===== src/hdl/binary_thinning_subpass_defines.svh =====
// assertion macros for the thinning sub-pass block
`ifndef BINARY_THINNING_SUBPASS_DEFINES_SVH
`define BINARY_THINNING_SUBPASS_DEFINES_SVH

// same-cycle implication, disabled during reset
`define BTS_ASSERT_NOW(label, clk, rst, ante, cons, msg) \
  label: assert property (@(posedge clk) disable iff (rst) (ante) |-> (cons)) else $error(msg);

// next-cycle implication, disabled during reset
`define BTS_ASSERT_NEXT(label, clk, rst, ante, cons, msg) \
  label: assert property (@(posedge clk) disable iff (rst) (ante) |=> (cons)) else $error(msg);

`endif


===== src/hdl/bts_pkg.sv =====
// shared constants for the thinning sub-pass block
package bts_pkg;

  localparam int DEF_MAX_WIDTH = 1024;
  localparam int IMG_W_W       = 11;
  localparam int ROW_W         = 12;
  localparam int OUT_COL_W     = 10;
  localparam int CFG_IDX_W     = 2;
  localparam int CFG_DATA_W    = 12;
  localparam int MIN_SIZE      = 3;
  localparam int B_MIN         = 2;
  localparam int B_MAX         = 6;

  localparam logic [CFG_IDX_W-1:0] REG_IMAGE_WIDTH    = 2'd0;
  localparam logic [CFG_IDX_W-1:0] REG_IMAGE_HEIGHT   = 2'd1;
  localparam logic [CFG_IDX_W-1:0] REG_SUBPASS_SELECT = 2'd2;

  localparam logic [IMG_W_W-1:0] RST_IMAGE_WIDTH  = 11'd1024;
  localparam logic [ROW_W-1:0]   RST_IMAGE_HEIGHT = 12'd3;

endpackage


===== src/hdl/bts_pix_if.sv =====
// pixel input channel
interface bts_pix_if;
  logic valid;
  logic ready;
  logic pixel_in;

  modport source (output valid, output pixel_in, input ready);
  modport sink   (input valid, input pixel_in, output ready);
endinterface


===== src/hdl/bts_res_if.sv =====
// result channel: pixel value with its coordinates
interface bts_res_if import bts_pkg::*; ();
  logic                 valid;
  logic                 ready;
  logic                 pixel_out;
  logic [ROW_W-1:0]     out_row;
  logic [OUT_COL_W-1:0] out_col;
  logic                 run_last;

  modport source (output valid, output pixel_out, output out_row, output out_col,
                  output run_last, input ready);
  modport sink   (input valid, input pixel_out, input out_row, input out_col,
                  input run_last, output ready);
endinterface


===== src/hdl/bts_ram.sv =====
// generic single-port-write ram with registered read
module bts_ram #(
  parameter int WIDTH = 1,
  parameter int DEPTH = 2
) (
  input  logic                     clk,
  input  logic                     we,
  input  logic [$clog2(DEPTH)-1:0] waddr,
  input  logic [WIDTH-1:0]         wdata,
  input  logic [$clog2(DEPTH)-1:0] raddr,
  output logic [WIDTH-1:0]         rdata
);

  logic [WIDTH-1:0] mem [DEPTH];

  always_ff @(posedge clk) begin
    if (we) begin
      mem[waddr] <= wdata;
    end
    rdata <= mem[raddr];
  end

endmodule


===== src/hdl/binary_thinning_subpass.sv =====
// one zhang-suen thinning sub-pass over a raster-order binary frame
// pixels: one binary pixel per transfer, raster order, frame size from
//   image_width / image_height; subpass_select picks the deletion products
// results: pixel value with row and column; run_last marks the final result
//   caused by one input pixel
// cfg: write cfg_en with cfg_index / cfg_data while the block is idle
// results caused by a pixel are pushed into the result queue when it is transferred
// throughput: one pixel per cycle on interior columns while results drain; a last-column
//   pixel outside the first and last rows gives two results and a last-row pixel up to
//   three, and the four-entry result queue drains one per cycle while the receiver is
//   ready, so input ready drops while more than one result is queued
// the line store is one ram with a registered read port; after a size write
//   that moves the next column, no pixel is taken until the registered read catches up
// reset clears counters, window, queue pointers and config registers to their defaults;
//   the line store holds no valid data until a row has passed
// a stalled receiver fills the queue, then holds input ready low
`include "binary_thinning_subpass_defines.svh"

module binary_thinning_subpass import bts_pkg::*; #(
  parameter int MAX_WIDTH = DEF_MAX_WIDTH
) (
  input  logic                  clk,
  input  logic                  rst,
  bts_pix_if.sink               pixels,
  bts_res_if.source             results,
  input  logic                  cfg_en,
  input  logic [CFG_IDX_W-1:0]  cfg_index,
  input  logic [CFG_DATA_W-1:0] cfg_data
);

  localparam int CW         = $clog2(MAX_WIDTH);
  localparam int WW         = CW + 1;
  localparam int CMPW       = (WW > IMG_W_W) ? WW : IMG_W_W;
  localparam int FIFO_DEPTH = 4;
  localparam int PTR_W      = $clog2(FIFO_DEPTH);
  localparam int CNT_W      = PTR_W + 1;

  localparam logic [CMPW-1:0]  MAXW_C = CMPW'(MAX_WIDTH);
  localparam logic [CMPW-1:0]  MINW_C = CMPW'(MIN_SIZE);
  localparam logic [ROW_W-1:0] MINH_C = ROW_W'(MIN_SIZE);

  typedef struct packed {
    logic                 pix;
    logic [ROW_W-1:0]     row;
    logic [OUT_COL_W-1:0] col;
    logic                 last;
  } res_t;

  // window bit 3k+j: column k (0 left), row j (0 top)
  function automatic logic thin_pixel(input logic [8:0] win, input logic sel);
    logic [7:0] ring;
    logic [3:0] b;
    logic [3:0] a;
    logic       m1;
    logic       m2;
    ring = {win[0], win[1], win[2], win[5], win[8], win[7], win[6], win[3]};
    b = '0;
    a = '0;
    for (int k = 0; k < 8; k++) begin
      b = b + 4'(ring[k]);
      a = a + 4'(!ring[k] && ring[(k == 7) ? 0 : k + 1]);
    end
    if (sel) begin
      m1 = ring[0] & ring[2] & ring[6];
      m2 = ring[0] & ring[4] & ring[6];
    end else begin
      m1 = ring[0] & ring[2] & ring[4];
      m2 = ring[2] & ring[4] & ring[6];
    end
    if (a == 4'd1 && b >= 4'(B_MIN) && b <= 4'(B_MAX) && !m1 && !m2) begin
      return 1'b0;
    end
    return win[4];
  endfunction

  logic [IMG_W_W-1:0] image_width;
  logic [ROW_W-1:0]   image_height;
  logic               subpass_select;

  logic [CW-1:0]      col_count;
  logic [ROW_W-1:0]   row_count;
  logic [8:0]         window;
  logic [CW-1:0]      rd_addr_q;
  logic               rd_vld;

  res_t               q [FIFO_DEPTH];
  logic [PTR_W-1:0]   wp;
  logic [PTR_W-1:0]   rp;
  logic [CNT_W-1:0]   cnt;

  logic [CMPW-1:0]    iw_ext;
  logic [CMPW-1:0]    w_clamp;
  logic [WW-1:0]      w_eff;
  logic [CW-1:0]      w_last;
  logic [ROW_W-1:0]   h_eff;
  logic [ROW_W-1:0]   h_last;
  logic               col_wrap;
  logic [ROW_W:0]     row_inc;
  logic [CW-1:0]      eff_c;
  logic [ROW_W-1:0]   eff_r;
  logic               c_end;
  logic               frame_end;
  logic [CW-1:0]      col_next;
  logic [ROW_W-1:0]   row_next;
  logic               accept;
  logic               pop;
  logic               rd_ok;
  logic [CW-1:0]      rd_addr;
  logic [1:0]         rd_data;
  logic               up1;
  logic               up2;
  logic [8:0]         window_next;
  logic               e0, e1, e2;
  logic [PTR_W-1:0]   pos1;
  logic [PTR_W-1:0]   pos2;
  logic [1:0]         n_push;
  res_t               cand0, cand1, cand2;

  // configuration
  always_ff @(posedge clk) begin
    if (rst) begin
      image_width    <= RST_IMAGE_WIDTH;
      image_height   <= RST_IMAGE_HEIGHT;
      subpass_select <= 1'b0;
    end else if (cfg_en) begin
      case (cfg_index)
        REG_IMAGE_WIDTH:    image_width    <= cfg_data[IMG_W_W-1:0];
        REG_IMAGE_HEIGHT:   image_height   <= cfg_data[ROW_W-1:0];
        REG_SUBPASS_SELECT: subpass_select <= cfg_data[0];
        default: ;
      endcase
    end
  end

  // saturated frame size
  assign iw_ext  = CMPW'(image_width);
  assign w_clamp = (iw_ext < MINW_C) ? MINW_C : ((iw_ext > MAXW_C) ? MAXW_C : iw_ext);
  assign w_eff   = w_clamp[WW-1:0];
  assign w_last  = CW'(w_eff - WW'(1));
  assign h_eff   = (image_height < MINH_C) ? MINH_C : image_height;
  assign h_last  = h_eff - ROW_W'(1);

  // position of the next pixel, wrapped if a size write left it past the end
  assign col_wrap = {1'b0, col_count} >= w_eff;
  assign row_inc  = col_wrap ? {1'b0, row_count} + (ROW_W+1)'(1) : {1'b0, row_count};
  assign eff_r    = (row_inc >= {1'b0, h_eff}) ? '0 : row_inc[ROW_W-1:0];
  assign eff_c    = col_wrap ? '0 : col_count;

  assign c_end     = eff_c == w_last;
  assign frame_end = c_end && (eff_r == h_last);
  assign col_next  = c_end ? '0 : eff_c + CW'(1);
  assign row_next  = c_end ? ((eff_r == h_last) ? '0 : eff_r + ROW_W'(1)) : eff_r;

  // handshakes
  assign rd_ok         = rd_vld && (rd_addr_q == eff_c);
  assign pixels.ready  = (cnt <= CNT_W'(1)) && rd_ok;
  assign accept        = pixels.valid && pixels.ready;
  assign pop           = results.valid && results.ready;

  // line store: bit 1 one row up, bit 0 two rows up
  assign rd_addr = accept ? col_next : eff_c;

  bts_ram #(
    .WIDTH (2),
    .DEPTH (MAX_WIDTH)
  ) u_lines (
    .clk   (clk),
    .we    (accept),
    .waddr (eff_c),
    .wdata ({pixels.pixel_in, up1}),
    .raddr (rd_addr),
    .rdata (rd_data)
  );

  assign up1         = rd_data[1];
  assign up2         = rd_data[0];
  assign window_next = {pixels.pixel_in, up1, up2, window[8:3]};

  // results caused by this pixel, in output order
  assign e0 = (eff_r != '0) && (eff_c != '0);
  assign e1 = (eff_r != '0) && c_end;
  assign e2 = eff_r == h_last;

  always_comb begin
    cand0.pix  = (eff_r >= ROW_W'(2) && eff_c >= CW'(2)) ?
                 thin_pixel(window_next, subpass_select) : window_next[4];
    cand0.row  = eff_r - ROW_W'(1);
    cand0.col  = OUT_COL_W'(eff_c - CW'(1));
    cand0.last = !e1 && !e2;
    cand1.pix  = up1;
    cand1.row  = eff_r - ROW_W'(1);
    cand1.col  = OUT_COL_W'(eff_c);
    cand1.last = !e2;
    cand2.pix  = pixels.pixel_in;
    cand2.row  = eff_r;
    cand2.col  = OUT_COL_W'(eff_c);
    cand2.last = 1'b1;
  end

  assign pos1   = PTR_W'(e0);
  assign pos2   = PTR_W'(e0) + PTR_W'(e1);
  assign n_push = 2'(e0) + 2'(e1) + 2'(e2);

  always_ff @(posedge clk) begin
    if (rst) begin
      col_count <= '0;
      row_count <= '0;
      window    <= '0;
      rd_addr_q <= '0;
      rd_vld    <= 1'b0;
      wp        <= '0;
      rp        <= '0;
      cnt       <= '0;
    end else begin
      rd_addr_q <= rd_addr;
      rd_vld    <= 1'b1;
      if (accept) begin
        col_count <= col_next;
        row_count <= row_next;
        window    <= window_next;
        wp        <= wp + PTR_W'(n_push);
      end
      if (pop) begin
        rp <= rp + PTR_W'(1);
      end
      cnt <= cnt + (accept ? CNT_W'(n_push) : '0) - CNT_W'(pop);
    end
  end

  // result queue payload
  always_ff @(posedge clk) begin
    if (accept) begin
      if (e0) begin
        q[wp] <= cand0;
      end
      if (e1) begin
        q[wp + pos1] <= cand1;
      end
      if (e2) begin
        q[wp + pos2] <= cand2;
      end
    end
  end

  assign results.valid     = cnt != '0;
  assign results.pixel_out = q[rp].pix;
  assign results.out_row   = q[rp].row;
  assign results.out_col   = q[rp].col;
  assign results.run_last  = q[rp].last;

  `BTS_ASSERT_NOW(a_queue_bound, clk, rst, 1'b1, cnt <= CNT_W'(FIFO_DEPTH), "result queue overflow")
  `BTS_ASSERT_NEXT(a_frame_wrap, clk, rst, accept && frame_end, (row_count == '0) && (col_count == '0), "counters did not wrap at frame end")
  `BTS_ASSERT_NEXT(a_push_valid, clk, rst, accept && (n_push != 2'd0), results.valid, "queued result not offered")

endmodule


===== src/flat_wrapper.sv =====
// flat-port wrapper written by rule: the top's interface ports become plain ports
module binary_thinning_subpass_flat import bts_pkg::*;
#(
  parameter int MAX_WIDTH = DEF_MAX_WIDTH
)
  (clk, rst, cfg_en, cfg_index, cfg_data, pixels_valid, pixels_pixel_in, pixels_ready, results_valid, results_pixel_out, results_out_row, results_out_col, results_run_last, results_ready);
  bts_pix_if pixels_i ();
  bts_res_if results_i ();
  input  logic clk;
  input  logic rst;
  input  logic cfg_en;
  input  logic [CFG_IDX_W-1:0] cfg_index;
  input  logic [CFG_DATA_W-1:0] cfg_data;
  input wire logic [$bits(pixels_i.valid)-1:0] pixels_valid;
  input wire logic [$bits(pixels_i.pixel_in)-1:0] pixels_pixel_in;
  output wire logic [$bits(pixels_i.ready)-1:0] pixels_ready;
  output wire logic [$bits(results_i.valid)-1:0] results_valid;
  output wire logic [$bits(results_i.pixel_out)-1:0] results_pixel_out;
  output wire logic [$bits(results_i.out_row)-1:0] results_out_row;
  output wire logic [$bits(results_i.out_col)-1:0] results_out_col;
  output wire logic [$bits(results_i.run_last)-1:0] results_run_last;
  input wire logic [$bits(results_i.ready)-1:0] results_ready;
  assign pixels_i.valid = pixels_valid;
  assign pixels_i.pixel_in = pixels_pixel_in;
  assign pixels_ready = pixels_i.ready;
  assign results_valid = results_i.valid;
  assign results_pixel_out = results_i.pixel_out;
  assign results_out_row = results_i.out_row;
  assign results_out_col = results_i.out_col;
  assign results_run_last = results_i.run_last;
  assign results_i.ready = results_ready;
  binary_thinning_subpass #(.MAX_WIDTH(MAX_WIDTH)) u_core (.clk(clk), .rst(rst), .pixels(pixels_i), .results(results_i), .cfg_en(cfg_en), .cfg_index(cfg_index), .cfg_data(cfg_data));
endmodule

===== config.mk =====
export PLATFORM = sky130hd
export DESIGN_NAME = binary_thinning_subpass_flat
export DESIGN_NICKNAME = d
export VERILOG_FILES = /design/src/hdl/bts_pkg.sv /design/src/hdl/bts_pix_if.sv /design/src/hdl/bts_res_if.sv /design/src/hdl/bts_ram.sv /design/src/hdl/binary_thinning_subpass.sv /design/src/flat_wrapper.sv
export VERILOG_INCLUDE_DIRS = /design/src /design/src/hdl
export SDC_FILE = /design/constraint.sdc
export NUM_CORES = 2
export LEC_CHECK = 0
export ABC_AREA = 1
export BUFFER_PORTS_ARGS = -buffer_cell sky130_fd_sc_hd__buf_2
export CAP_MARGIN = 10
export CORE_UTILIZATION = 25
export DETAILED_ROUTE_END_ITERATION = 6
export SLEW_MARGIN = 20
export SYNTH_ARGS = -nofsm -noshare
export SYNTH_HDL_FRONTEND = slang
export SYNTH_SLANG_ARGS = --single-unit

===== constraint.sdc =====
create_clock -name clk -period 35.9 [get_ports clk]
set_input_delay 5.385 -clock clk [delete_from_list [all_inputs] [get_ports clk]]
set_output_delay 5.385 -clock clk [all_outputs]
set_load 0.005 [all_outputs]

==> results.sh <==
export IMPL_run_status="completed"
export IMPL_synth_area_leaders="edfxtp_1, nand3_1, nand2_1, inv_1, nor2_1"
export IMPL_synth_top_area_share_pct=62.3
export IMPL_finClkSkew_ns=0.140
export IMPL_dr_total_vias=73900
export IMPL_drive_gt1_share_pct=5.88
export IMPL_core_um2=410000
export IMPL_grt_pass1_vias=70400
export IMPL_r2r_start="u_core.image_width[10]$_SDFFE_PP1P_"
export IMPL_layout_setup_ws_ns=25.21
export IMPL_power_leakage_nw=41.2
export IMPL_max_cap_violations=0
export IMPL_die_w_um=644
export IMPL_critPathBufInv=7
export IMPL_power_density_nw_per_um2=57.4
export IMPL_ir_worst_vdd_mv=0.0586
export IMPL_ant_nets=0
export IMPL_port_buffers=45
export IMPL_crit_chain="buf_2 > inv_1 > nor2_4 > buf_4 > inv_4 > nand2_8 > nand2_8 > inv_8 > buf_4 > buf_4 > nand2_1 > nand2_1 > nand2_1 > nand3_1 > nand3_1 > nand3_1 > nand3_1 > nand3_1 > nand3_1 > nand3_1 > nand3_1 > nand2_1"
export IMPL_seq_area_um2=65800
export IMPL_numClockSinks=2218
export IMPL_multiInputGateArea_um2=29700
export IMPL_setup_tns_ns=0
export IMPL_critPathLaunch="pixels_valid"
export IMPL_cp_data_arrival_time_ns=11.55
export IMPL_h_tree_depth=4
export IMPL_grt_ovfl_total=0
export IMPL_dieArea_um2=415000
export IMPL_cts_buffers=228
export IMPL_min_to="u_core.rp[1]$_SDFFE_PP0P_"
export IMPL_num_fill_cells=42700
export IMPL_cp_slowest_cell="buf_4"
export IMPL_ys_seq_area_share_pct=63.8
export IMPL_avgRoutedWirePerCell_um=19.4
export IMPL_wl_um=302000
export IMPL_reg2reg_slack_ns=25.98
export IMPL_drt_initial_drc_count=8188
export IMPL_syn_inst=10300
export IMPL_worstSetupStartpointType="input port"
export IMPL_hold_viol_final=0
export IMPL_post_dp_hpwl_um=158000
export IMPL_slowest_delay_ns=0.86
export IMPL_synth_cell_types=53
export IMPL_holdPathStages=2
export IMPL_cts_clk_slew_worst_paths_ns=0.07
export IMPL_slew_limit_headroom_pct=7.67
export IMPL_ioPinCount=46
export IMPL_power_total_mw=6.62
export IMPL_crit_family="buffers and inverters"
export IMPL_antenna_found_initial=12
export IMPL_synth_nets=10400
export IMPL_fin_crit_sh_pct=29.8
export IMPL_final_nets=10000
export IMPL_path_max_fanout=102
export IMPL_path_depth=22
export IMPL_ys_async_sr_fraction_pct=0
export IMPL_crit_top_cell="nand3_1"
export IMPL_drc=0
export IMPL_grt_pass1_wl_um=446000
export IMPL_rows=235
export IMPL_hold_buffers=0
export IMPL_clock_fmax_ghz=0.0936
export IMPL_synth_top_cell_by_area="edfxtp_1"
export IMPL_synth_edf_count=2140
export IMPL_drv_slew=0
export IMPL_worstSetupEndpointType="register"
export IMPL_synth_avg_cell_area_um2=10.0
export IMPL_syn_to_final_growth_pct=11.9
export IMPL_via_per_inst=4.74
export IMPL_tightest_slew_ns=1.39
export IMPL_grt_max_degree=233
export IMPL_worstHoldPathType="register to register"
export IMPL_initial_utilization_pct=25.1
export IMPL_yosysMostFrequentCell="edfxtp_1"
export IMPL_dpl_worst_slack_ns=24.38
export IMPL_insertion_delay_ns=0.94
export IMPL_first_pass_iters=6
export IMPL_cts_root_buffer="clkbuf_16"
export IMPL_rsz0062_at_grt="false"
export IMPL_grt_total_usage_pct=14.1
export IMPL_min_period_ns=10.69
export IMPL_cts_tree="built"
export IMPL_die_height_um=644
export IMPL_setup_viol=0
export IMPL_cts_resized=0
export IMPL_routabilityCongestion=0.822
export IMPL_cts_setup_buffers=0
export IMPL_clockBufferDepth=4
export IMPL_worstSetupPathType="input port to register"
export IMPL_ys_top_cells_by_count="edfxtp_1, nand2_1, nand3_1, inv_1, nor2_1"
export IMPL_holdCritStartpoint="u_core.rp[1]$_SDFFE_PP0P_"
export IMPL_reg2reg_depth=34
export IMPL_synth_seq_cells=2218
export IMPL_ys_warn_count=0
export IMPL_synth_flop_cell="edfxtp_1"
export IMPL_worstPathRequired_ns=36.77
export IMPL_synth_area_um2=103000
export IMPL_reg2reg_to="u_core.u_lines.rdata[0]$_DFF_P_"
-- cell families after synthesis --
logic type,Yosys count,synth area share (%)
buffers and inverters,1981,7.75
multiplexers,3,0.0328
flip-flops,2218,63.8
adder cells (fa/ha/maj),53,0.709
AND/OR/NAND/NOR,5294,22.9
AO/OA/AOI/OAI,679,4.29
XOR/XNOR,58,0.500
-- metrics by stage --
stage / instance area, µm² / instances / utilization [%] / hold WS, ns
floorplan: 103000 / 10300 / - / 0.436
global placement: 108000 / 15200 / 26.4 / 0.457
detailed placement: 108000 / 15200 / 26.4 / 0.463
CTS: 115000 / 15600 / 28.1 / 0.472
global route: 115000 / 15600 / 28.1 / 0.501
finish: 115000 / 15600 / 28.1 / 0.468
-- cell usage in the layout, fill, tap and decap left out, types with 53 or more instances in the layout --
cell type and instances:
o21ai_0 149, nor3_1 53, edfxtp_1 2140, inv_1 1217, clkinv_1 67, nand3_1 1626, buf_4 131, nand3b_1 355
dfxtp_1 77, nand2_1 1927, o211ai_1 380, nor2_1 1209, a21oi_1 75, clkbuf_16 229
-- report_power, final --
group / leakage [nW] / internal, mW / switching (mW)
Sequential: 19.8 / 3.02 / 0.0168
Combinational: 17.9 / 0.334 / 0.967
Clock: 3.44 / 1.29 / 0.999
Total: 41.2 / 4.64 / 1.98
-- routing by layer --
metal	share of wire (%)	wire length, µm	global-route usage, %	up-vias
li1	-	-	-	34100
met1	43	131000	19.4	36300
met2	45	136000	22.7	3013
met3	8.5	25800	2.07	478
met4	3.1	9350	4.32	0
met5	0	0	0	-
-- area by class of cell --
| type | instances | area share (%) |
|---|---|---|
| diodes | 1 | 0.00217 |
| inverters | 1242 | 4.06 |
| multi-input cells | 6087 | 25.7 |
| well taps | 5451 | 5.91 |
| repair buffers | 186 | 1.23 |
| clock buffers | 270 | 5.10 |
| clock inverters | 137 | 0.984 |
| flip-flops and latches | 2218 | 57.0 |
-- worst max path at each step --
stage	endpoint
2_1_floorplan	u_core.q[0][23]$_DFFE_PP_
3_3_place_gp	u_core.u_lines.rdata[0]$_DFF_P_
3_5_place_dp	u_core.u_lines.rdata[1]$_DFF_P_
4_1_cts	u_core.u_lines.rdata[1]$_DFF_P_
5_1_grt	u_core.u_lines.rdata[0]$_DFF_P_
6_report	u_core.u_lines.rdata[0]$_DFF_P_
-- worst register-to-register path, delay by kind of cell, from the launching register on --
kind	cells	cell delay (ns)
XOR/XNOR	1	0.34
AO/OA/AOI/OAI	1	0.42
adder cells (fa/ha/maj)	1	0.33
buffers and inverters	5	3.01
AND/OR/NAND/NOR	26	5.28
flip-flops	1	0.62
-- registers in the layout (all words and copies together), names as in the netlist, named ones only --
register / flops
u_core.subpass_select: 1
u_core.wp: 2
u_core.image_width: 11
u_core.q: 96
u_core.image_height: 12
u_core.cnt: 3
u_core.rd_addr_q: 10
u_core.window: 6
u_core.u_lines.mem: 2048
u_core.rp: 2
u_core.u_lines.rdata: 2
u_core.col_count: 10
u_core.rd_vld: 1
u_core.row_count: 12
Power figures use the tool's default switching activity.
